==> config.mk <==
export PLATFORM = sky130hd
export DESIGN_NAME = residual_bucket_quantize_pack_unit
export DESIGN_NICKNAME = d
export VERILOG_FILES = /design/src/rtl/rbqp_pkg.sv /design/src/rtl/residual_bucket_quantize_pack_unit.sv
export SDC_FILE = /design/constraint.sdc
export NUM_CORES = 1
export LEC_CHECK = 0
export ABC_CLOCK_PERIOD_IN_PS = 7600
export BUFFER_PORTS_ARGS = -buffer_cell sky130_fd_sc_hd__clkbuf_2
export CORE_UTILIZATION = 50
export DETAILED_ROUTE_END_ITERATION = 6
export PLACE_DENSITY = 0.67
export SYNTH_ARGS = -nofsm -noshare
export SYNTH_HDL_FRONTEND = slang
export SYNTH_SLANG_ARGS = --single-unit
==> constraint.sdc <==
create_clock -name clk -period 7.6 [get_ports clk]
set_clock_uncertainty 0.2 [all_clocks]
set_input_delay 0.76 -clock clk [delete_from_list [all_inputs] [get_ports clk]]
set_output_delay 0.76 -clock clk [all_outputs]
set_load 0.1 [all_outputs]
==> src/rtl/rbqp_pkg.sv <==
// Package for the residual bucket quantize and pack unit.
// Holds register index codes and fixed field widths; no dependencies.
package rbqp_pkg;

  localparam int CUTOFF_W    = 16;
  localparam int NUM_CUTOFFS = 15;
  localparam int MEAN_W      = 16;
  localparam int ROW_LEN_W   = 13;
  localparam int CFG_DATA_W  = 64;
  localparam int CFG_ADDR_W  = 6;
  localparam int CODE_W      = 4;

  typedef enum logic [2:0] {
    REG_MODE      = 3'd0,
    REG_MEAN      = 3'd1,
    REG_ROW_LEN   = 3'd2,
    REG_CUT_LOW   = 3'd3,
    REG_CUT_MID   = 3'd4,
    REG_CUT_UPPER = 3'd5,
    REG_CUT_TOP   = 3'd6
  } reg_idx_t;

endpackage

==> src/rtl/residual_bucket_quantize_pack_unit.sv <==
// Residual bucket quantizer with bit packing: top level.
// Depends on rbqp_pkg for register codes and field widths.
//
// Channel  | Direction | Handshake          | Payload
// ---------+-----------+--------------------+------------------------------------
// in       | sink      | in_valid/in_stall  | in_residual_sample
// out      | source    | out_valid/out_stall| out_packed_byte, out_last_of_row
// cfg      | APB slave | psel/penable/pready| paddr, pwdata, prdata (64-bit)
//
// One transaction per cycle sustained while the input stage is not stalled.
// The throughput is set by the single compare-and-insert stage between the input
// register and the output register. Reset (rst_n low, synchronous) clears the row
// state and loads register defaults. A stalled output blocks the input stage only
// when the item waiting there produces a byte.
module residual_bucket_quantize_pack_unit #(
  parameter int MAX_ROW_LENGTH = 4096,
  parameter int SAMPLE_BITS    = 16
) (
  input  logic                               clk,
  input  logic                               rst_n,
  input  logic                               in_valid,
  output logic                               in_stall,
  input  logic signed [SAMPLE_BITS-1:0]      in_residual_sample,
  output logic                               out_valid,
  input  logic                               out_stall,
  output logic [7:0]                         out_packed_byte,
  output logic                               out_last_of_row,
  input  logic                               psel,
  input  logic                               penable,
  input  logic                               pwrite,
  input  logic [rbqp_pkg::CFG_ADDR_W-1:0]    paddr,
  input  logic [rbqp_pkg::CFG_DATA_W-1:0]    pwdata,
  output logic [rbqp_pkg::CFG_DATA_W-1:0]    prdata,
  output logic                               pready
);
  import rbqp_pkg::*;

  localparam int DW    = ((SAMPLE_BITS > MEAN_W) ? SAMPLE_BITS : MEAN_W) + 1;
  localparam int LW    = $clog2(MAX_ROW_LENGTH + 1);
  localparam int RLW   = (LW > ROW_LEN_W) ? LW : ROW_LEN_W;
  localparam int IW    = $clog2(MAX_ROW_LENGTH);

  logic                     mode_r;
  logic [MEAN_W-1:0]        mean_r;
  logic [ROW_LEN_W-1:0]     row_len_r;
  logic [3:0][63:0]         cut_r;

  logic                     s1_valid_r, s1_valid_nxt;
  logic [SAMPLE_BITS-1:0]   s1_sample_r;
  logic [IW-1:0]            idx_r, idx_nxt;
  logic [7:0]               acc_r, acc_nxt;
  logic [2:0]               fill_r, fill_nxt;
  logic                     out_valid_r, out_valid_nxt;
  logic [7:0]               out_byte_r;
  logic                     out_last_r;

  logic                     cfg_wr;
  reg_idx_t                 cfg_idx;
  logic                     clear_row;
  logic signed [DW-1:0]     diff;
  logic [NUM_CUTOFFS-1:0]   gt;
  logic [CODE_W-1:0]        bucket;
  logic [CODE_W-1:0]        ncut;
  logic [3:0]               nbits;
  logic [3:0]               fill_sum;
  logic [7:0]               acc_ins;
  logic [2:0]               pos;
  logic [RLW-1:0]           eff_len;
  logic [RLW-1:0]           idx_inc;
  logic                     row_end;
  logic                     full;
  logic                     produce;
  logic                     adv;
  logic                     in_accept;

  assign pready  = 1'b1;
  assign cfg_wr  = psel && penable && pwrite && pready;
  assign cfg_idx = reg_idx_t'(paddr[5:3]);
  assign clear_row = cfg_wr && ((cfg_idx == REG_MODE) || (cfg_idx == REG_ROW_LEN));

  always_comb begin
    case (cfg_idx)
      REG_MODE:      prdata = {{(CFG_DATA_W-1){1'b0}}, mode_r};
      REG_MEAN:      prdata = {{(CFG_DATA_W-MEAN_W){1'b0}}, mean_r};
      REG_ROW_LEN:   prdata = {{(CFG_DATA_W-ROW_LEN_W){1'b0}}, row_len_r};
      REG_CUT_LOW:   prdata = cut_r[0];
      REG_CUT_MID:   prdata = cut_r[1];
      REG_CUT_UPPER: prdata = cut_r[2];
      REG_CUT_TOP:   prdata = cut_r[3];
      default:       prdata = '0;
    endcase
  end

  // bucket search
  always_comb begin
    logic signed [DW-1:0] cut_ext;
    diff = $signed({{(DW-SAMPLE_BITS){s1_sample_r[SAMPLE_BITS-1]}}, s1_sample_r})
         - $signed({{(DW-MEAN_W){mean_r[MEAN_W-1]}}, mean_r});
    for (int k = 0; k < NUM_CUTOFFS; k++) begin
      cut_ext = $signed({{(DW-CUTOFF_W){cut_r[k/4][(k%4)*CUTOFF_W+CUTOFF_W-1]}},
                         cut_r[k/4][(k%4)*CUTOFF_W +: CUTOFF_W]});
      gt[k] = diff > cut_ext;
    end
    ncut   = mode_r ? CODE_W'(NUM_CUTOFFS) : CODE_W'(3);
    nbits  = mode_r ? 4'd4 : 4'd2;
    bucket = ncut;
    for (int k = NUM_CUTOFFS - 1; k >= 0; k--) begin
      if ((CODE_W'(k) < ncut) && !gt[k]) begin
        bucket = CODE_W'(k);
      end
    end
  end

  // bit insert and row tracking
  always_comb begin
    acc_ins = acc_r;
    pos     = '0;
    for (int b = 0; b < CODE_W; b++) begin
      pos = ~(fill_r + 3'(b));
      if (4'(b) < nbits) begin
        acc_ins[pos] = acc_ins[pos] | bucket[b];
      end
    end
    fill_sum = {1'b0, fill_r} + nbits;
    full     = fill_sum[3];

    if (row_len_r == '0) begin
      eff_len = RLW'(1);
    end else if (RLW'(row_len_r) > RLW'(MAX_ROW_LENGTH)) begin
      eff_len = RLW'(MAX_ROW_LENGTH);
    end else begin
      eff_len = RLW'(row_len_r);
    end
    idx_inc = RLW'(idx_r) + RLW'(1);
    row_end = idx_inc >= eff_len;
    produce = full || row_end;
  end

  assign adv       = s1_valid_r && (!produce || !out_valid_r || !out_stall);
  assign in_stall  = s1_valid_r && !adv;
  assign in_accept = in_valid && !in_stall;

  always_comb begin
    s1_valid_nxt  = in_accept ? 1'b1 : (adv ? 1'b0 : s1_valid_r);
    out_valid_nxt = (adv && produce) ? 1'b1 : (out_stall ? out_valid_r : 1'b0);
    idx_nxt  = idx_r;
    acc_nxt  = acc_r;
    fill_nxt = fill_r;
    if (adv) begin
      idx_nxt  = row_end ? '0 : IW'(idx_inc);
      acc_nxt  = produce ? '0 : acc_ins;
      fill_nxt = produce ? '0 : fill_sum[2:0];
    end
    if (clear_row) begin
      idx_nxt  = '0;
      acc_nxt  = '0;
      fill_nxt = '0;
    end
  end

  always_ff @(posedge clk) begin
    if (!rst_n) begin
      mode_r      <= 1'b0;
      mean_r      <= '0;
      row_len_r   <= ROW_LEN_W'(128);
      cut_r       <= '0;
      s1_valid_r  <= 1'b0;
      out_valid_r <= 1'b0;
      idx_r       <= '0;
      acc_r       <= '0;
      fill_r      <= '0;
    end else begin
      s1_valid_r  <= s1_valid_nxt;
      out_valid_r <= out_valid_nxt;
      idx_r       <= idx_nxt;
      acc_r       <= acc_nxt;
      fill_r      <= fill_nxt;
      if (cfg_wr) begin
        case (cfg_idx)
          REG_MODE:      mode_r    <= pwdata[0];
          REG_MEAN:      mean_r    <= pwdata[MEAN_W-1:0];
          REG_ROW_LEN:   row_len_r <= pwdata[ROW_LEN_W-1:0];
          REG_CUT_LOW:   cut_r[0]  <= pwdata;
          REG_CUT_MID:   cut_r[1]  <= pwdata;
          REG_CUT_UPPER: cut_r[2]  <= pwdata;
          REG_CUT_TOP:   cut_r[3]  <= {16'h0000, pwdata[47:0]};
          default: begin
          end
        endcase
      end
    end
  end

  always_ff @(posedge clk) begin
    if (in_accept) begin
      s1_sample_r <= in_residual_sample;
    end
    if (adv && produce) begin
      out_byte_r <= acc_ins;
      out_last_r <= row_end;
    end
  end

  assign out_valid       = out_valid_r;
  assign out_packed_byte = out_byte_r;
  assign out_last_of_row = out_last_r;

endmodule

==> results.json, run 1 <==
{
  "syn_inst": 2766,
  "synth_warnings": 0,
  "synthXorXnorAreaFrac_pct": 0.6804,
  "synth_edf_count": 25,
  "pwr-share-seq_pct": 37.0,
  "cp.required_ns": 7.81,
  "path_depth": 24,
  "ys_seq_area_share_pct": 30.33,
  "critPathBufInv": 3,
  "synth.most_common_cell": "nand2_1",
  "io_pins": 169,
  "synth_nets": 3151,
  "initial_core_util_pct": 50.80,
  "synth_cell_types": 84,
  "grt_use_total_pct": 32.73,
  "cts_htree_levels": 2,
  "powerDensity_nw_per_um2": 188.3,
  "fmax_mhz": 142.1,
  "finalSetupViolations": 0,
  "fin_crit_sh_pct": 92.61,
  "hpwlAfterDp_mm": 50.80,
  "num_rows": 76,
  "worstRegToRegCells": 24,
  "holdWs_ns": 0.1719,
  "whs_path_depth": 1,
  "antenna_found_initial": 2,
  "cts_sinks": 319,
  "worstSetupPathType": "reg2reg",
  "min_path_type": "in2reg",
  "grt_max_degree": 143,
  "path_max_fanout": 8,
  "clockPowerShare_pct": 44.9,
  "rsz0062_at_grt": "false",
  "yosys.area.top_type_share_pct": 26.90,
  "wl_per_cell_um": 21.12,
  "tns_ns": 0,
  "clockBufferDepth": 3,
  "cp_top_family": "compound AO/OA/AOI/OAI gates",
  "synth_top_family_by_area": "compound AO/OA/AOI/OAI gates",
  "fin_crit_ns": 7.038,
  "slowest_delay_ns": 0.76,
  "vias": 20810,
  "cts_made_buffers": 39,
  "synthFlopType": "dfxtp_1",
  "cp_common_cell": "o21ai_0",
  "drive_gt1_share_pct": 11.09,
  "root_buffer": "clkbuf_16",
  "pwr-share-comb_pct": 18.1,
  "gp_congestion": 0.9530,
  "dr.first_iter.drc_count": 1873,
  "io_buffers": 164,
  "path_cells": "inv_1 -> ha_1 -> fa_1 -> nor2b_1 -> o21ai_0 -> a21boi_1 -> o21ai_0 -> a21boi_1 -> o21ai_0 -> a21boi_1 -> o211ai_1 -> a2111oi_1 -> o21ai_0 -> o31a_1 -> buf_4 -> ha_1 -> nand3_1 -> o31ai_1 -> o211ai_1 -> a311oi_1 -> or2_2 -> inv_1 -> a31o_1 -> o2bb2ai_1",
  "core_um2": 43080,
  "drv_cap": 0,
  "intPower_w": 0.003327,
  "drv_slew": 0,
  "postCtsSetupRepairBufs": 0,
  "vias_per_cell": 5.962,
  "wirelength_mm": 73.72,
  "die-area_um2": 44610,
  "peakVddDrop_mv": 0.1580,
  "grt_pass1_wl_mm": 113.4,
  "endpoint_kind": "flop",
  "synth_top_cell_by_area": "dfxtp_1",
  "hold_viol": 0,
  "worstPathArrival_ns": 7.25,
  "fin_nets": 3260,
  "yosys-top-cells-area": "dfxtp_1 27%, ha_1 17%, nand2_1 11%, a21boi_0 9.4%, inv_1 4.8%",
  "clock_latency_ns": 0.57,
  "clkTransAtPathRegs_ns": 0.06,
  "fp.dieH_um": 211.2,
  "syn-cell-area_um2": 21880,
  "relSlewSlack_pct": 10.82,
  "swShare_pct": 28.71,
  "grt_pass1_vias": 20440,
  "synth_compound_area_share_pct": 24.87,
  "p_leak_nw": 9.187,
  "syn_to_final_growth_pct": 13.27,
  "cts_tree": "built",
  "async_reset_ff_share_pct": 0,
  "ant_nets": 0,
  "synth_common_cells": "625 x nand2_1, 294 x dfxtp_1, 290 x ha_1",
  "p_switching_w": 0.001340,
  "fill_cells": 3965,
  "start_kind": "flop",
  "synth_adder_area_share_pct": 16.76,
  "die_w_um": 211.2,
  "dr.pass1.iters": 6,
  "synth_mux_area_share_pct": 1.447,
  "crit_path_top_delay_cell": "a311oi_1",
  "drc": 0,
  "syn_avg_cell_area_um2": 7.911,
  "synthSimpleGateAreaFrac_pct": 18.74,
  "outcome": "complete, no violations",
  "ys_ff_latch": 319,
  "grt-ovfl-total": 0,
  "worst_pin_slew_ns": 1.335
}
## final cells by class
| cell class | count | area, um2 | share of cell area, % |
|---|---|---|---|
| multi-input combinational | 2032 | 13800 | 55.68 |
| sequential | 319 | 6636 | 26.77 |
| clock buffer | 53 | 1162 | 4.690 |
| timing repair buffer | 205 | 1135 | 4.578 |
| inverter | 278 | 1044 | 4.210 |
| tap | 585 | 732.0 | 2.953 |
| clock inverter | 17 | 271.5 | 1.095 |
| antenna | 2 | 5.005 | 0.02019 |
## cell usage in the layout (no fill, tap or decap), types with 33 or more instances in the layout
cell         n
a21o_1      39
nor2_1      92
dfxtp_1    294
ha_1       290
buf_4       41
nand4_1     35
a21oi_1    108
a21boi_0   273
inv_1      277
nand3_1     52
o21ai_0     54
clkbuf_2   163
a22o_1      36
o22ai_1     37
clkbuf_16   42
nand2_1    622
a221o_1     33
## metrics by stage
| stage | utilization, % | total power [W] | instances | setup WS (ns) | instance area, um2 |
|---|---|---|---|---|---|
| after floorplan | - | 0.002299 | 2766 | 1.591 | 21880 |
| after global placement | 54.17 | 0.002551 | 3419 | 0.7239 | 23330 |
| after detailed placement | 54.17 | 0.002585 | 3419 | 0.4420 | 23330 |
| after CTS | 57.50 | 0.004666 | 3489 | 0.4094 | 24770 |
| after global routing | 57.53 | 0.004822 | 3490 | 0.01485 | 24780 |
| final | 57.54 | 0.004667 | 3491 | 0.5615 | 24790 |
## what timing repair did
action / CTS / global route
resized for setup: 0 / 5
hold buffers: 0 / 0
setup endpoints to repair: 0 / 16
## registers in the layout (all words and copies together), names as in the netlist
name             cells
fill_r               2
idx_r               12
s1_sample_r         16
acc_r                8
mean_r              16
row_len_r           13
out_valid            1
out_last_of_row      1
out_packed_byte      8
cut_r              240
s1_valid_r           1
mode_r               1
## logic make-up (layout without fill, tap and decap cells)
group	Yosys count	in the layout
buffers and inverters	415	553
DFF	319	319
xor gates and xnor gates	17	17
AOI/OAI and AO/OA	748	748
muxes	27	27
other	1	3
and+or+nand+nor	947	947
adders and majority gates	292	292
## layer usage
layer / vias up / wire length (um) / track usage (%)
met5: - / 0 / 0
met4: 0 / 3606 / 17.24
met3: 187 / 4874 / 4.773
met2: 796 / 34670 / 54.90
met1: 9967 / 30570 / 40.53
li1: 9864 / - / -
## path summary, 6_finish.rpt
| path | from | endpoint | slack (ns) |
|---|---|---|---|
| worst max-delay path | s1_sample_r[0] | out_packed_byte[1] | 0.56 |
| worst min-delay path | in_residual_sample[15] | s1_sample_r[15] | 0.17 |
| worst max register to register | s1_sample_r[0] | out_packed_byte[1] | 0.56 |
| worst min register to register | cut_r[233] | cut_r[233] | 0.26 |
## power by group through the flow
stage                     logic [W]  registers [W]  clock network [W]
after floorplan            0.000536        0.00176                  0
final                      0.000844        0.00173            0.00209
after global placement     0.000786        0.00176                  0
after detailed placement   0.000819        0.00177                  0
after global routing       0.000920        0.00173            0.00217
after CTS                  0.000825        0.00173            0.00211
Note: power is estimated with default switching activity, not from simulation.
==> run 2, diff against run 1 <==
- CORE_MARGIN: unset -> 2
==> results.json, run 2 (synthesis results as in run 1) <==
{
  "tns_ns": 0,
  "hpwlAfterDp_mm": 50.46,
  "grt_use_total_pct": 32.00,
  "io_pins": 169,
  "fin_nets": 3260,
  "layout_common_cells": "622 x nand2_1, 294 x dfxtp_1, 290 x ha_1",
  "die_w_um": 213.2,
  "hold_viol": 0,
  "powerDensity_nw_per_um2": 178.4,
  "p_leak_nw": 9.108,
  "worstPathArrival_ns": 7.20,
  "cts_made_buffers": 39,
  "top_regs": "cut_r: 240 flops, mean_r: 16 flops, s1_sample_r: 16 flops",
  "endpoint_kind": "flop",
  "fill_cells": 4095,
  "min_path_type": "in2reg",
  "root_buffer": "clkbuf_16",
  "grt-ovfl-total": 0,
  "worstSetupPathType": "reg2reg",
  "wl_per_cell_um": 20.98,
  "path_max_fanout": 15,
  "wirelength_mm": 73.21,
  "ant_nets": 0,
  "cts_sinks": 319,
  "num_rows": 76,
  "fin_crit_sh_pct": 93.39,
  "postCtsSetupRepairBufs": 0,
  "place_area_um2": 23330,
  "clock_latency_ns": 0.58,
  "dr.first_iter.drc_count": 1721,
  "initial_core_util_pct": 50.69,
  "start_kind": "flop",
  "peakVddDrop_mv": 0.1730,
  "finalSetupViolations": 0,
  "fin_util_pct": 56.90,
  "grt_max_degree": 148,
  "vias_per_cell": 5.962,
  "cp.required_ns": 7.70,
  "cts_tree": "built",
  "violations": "design-rule violations",
  "drv_slew": 0,
  "fp.dieH_um": 213.2,
  "drc": 4,
  "cts_htree_levels": 2,
  "largest_register": "cut_r",
  "drive_gt1_share_pct": 11.02,
  "worst_pin_slew_ns": 1.286,
  "grt_pass1_wl_mm": 112.7,
  "outcome": "complete, but fails checks",
  "grt_pass1_vias": 20350,
  "drv_cap": 0,
  "die-area_um2": 45450,
  "dr.pass1.iters": 7,
  "fin_crit_ns": 7.098,
  "antenna_found_initial": 3,
  "fmax_mhz": 140.9,
  "clockBufferDepth": 3,
  "io_buffers": 164,
  "clkTransAtPathRegs_ns": 0.06,
  "final_area_um2": 24570,
  "vias": 20800,
  "final_common_cell": "nand2_1",
  "core_um2": 43170,
  "largest_reg_flops": 240,
  "rsz0062_at_grt": "false",
  "relSlewSlack_pct": 13.84,
  "gp_congestion": 0.9229,
  "syn_to_final_growth_pct": 12.27
}
-- run 2: cell count changes in the layout (fill, tap and decap cells not counted), sizes merged --
cell	change
clkbuf	-4
diode	-1
bufinv	-6
clkinvlp	-1
clkinv	+9
inv	+1
-- run 2: per-layer routing --
metal / track usage, % / wire length (um)
met5: 0 / 21
met2: 54.16 / 33870
met1: 39.89 / 30710
met4: 15.92 / 3558
met3: 4.457 / 5052
-- run 2: final timing paths --
| check | start | end | slack [ns] | cells after the start |
|---|---|---|---|---|
| max | s1_sample_r[0] | out_packed_byte[3] | 0.50 | 24 |
| min | in_residual_sample[3] | s1_sample_r[3] | 0.17 | 1 |
| max reg2reg | s1_sample_r[0] | out_packed_byte[3] | 0.50 | 24 |
| min reg2reg | cut_r[239] | cut_r[239] | 0.27 | 2 |
-- run 2: critical path, cell delays in order, from the launching register on --
cell,delay [ns]
edfxtp_1,0.32
inv_1,0.04
ha_1,0.20
fa_1,0.44
nor2b_1,0.15
o21ai_0,0.11
a21boi_1,0.21
o21ai_0,0.13
a21boi_1,0.20
o21ai_0,0.14
a21boi_1,0.27
o211ai_1,0.18
a2111oi_1,0.52
o31a_2,0.57
ha_1,0.36
a21o_1,0.18
a211oi_1,0.32
nand4b_1,0.13
a2111oi_0,0.72
nor3_1,0.19
nand2_1,0.23
a311oi_1,0.16
or3_4,0.48
o21a_4,0.15
a41o_1,0.25
-- run 2: metrics by stage --
step	power, W	worst slack (ns)	instances	hold slack [ns]
floorplan	0.002299	1.591	2766	0.2307
global placement	0.002548	0.4617	3418	0.2532
detailed placement	0.002582	0.2995	3418	0.2587
CTS	0.004386	0.2184	3487	0.1466
global route	0.004544	0.04912	3488	0.1557
finish	0.004383	0.5021	3489	0.1653
-- run 2: layout make-up --
| class | count | area, um2 | share of cell area [%] |
|---|---|---|---|
| sequential | 319 | 6636 | 27.01 |
| antenna | 1 | 2.502 | 0.01019 |
| inverter | 278 | 1044 | 4.248 |
| multi-input combinational | 2032 | 13800 | 56.19 |
| clock inverter | 20 | 136.4 | 0.5552 |
| timing repair buffer | 205 | 1139 | 4.635 |
| tap | 585 | 732.0 | 2.980 |
| clock buffer | 49 | 1074 | 4.370 |
-- run 2: timing repair --
| action | in CTS | in global routing |
|---|---|---|
| hold buffers | 0 | 0 |
| endpoints found under the setup margin | 0 | 16 |
| gates resized for setup | 0 | 4 |
-- run 2: report_power, final --
| part | switching, W | internal (W) | total, W |
|---|---|---|---|
| combinational | 0.000537 | 0.000304 | 0.000841 |
| clock | 0.000778 | 0.00103 | 0.00181 |
| sequential | 0.0000154 | 0.00171 | 0.00173 |
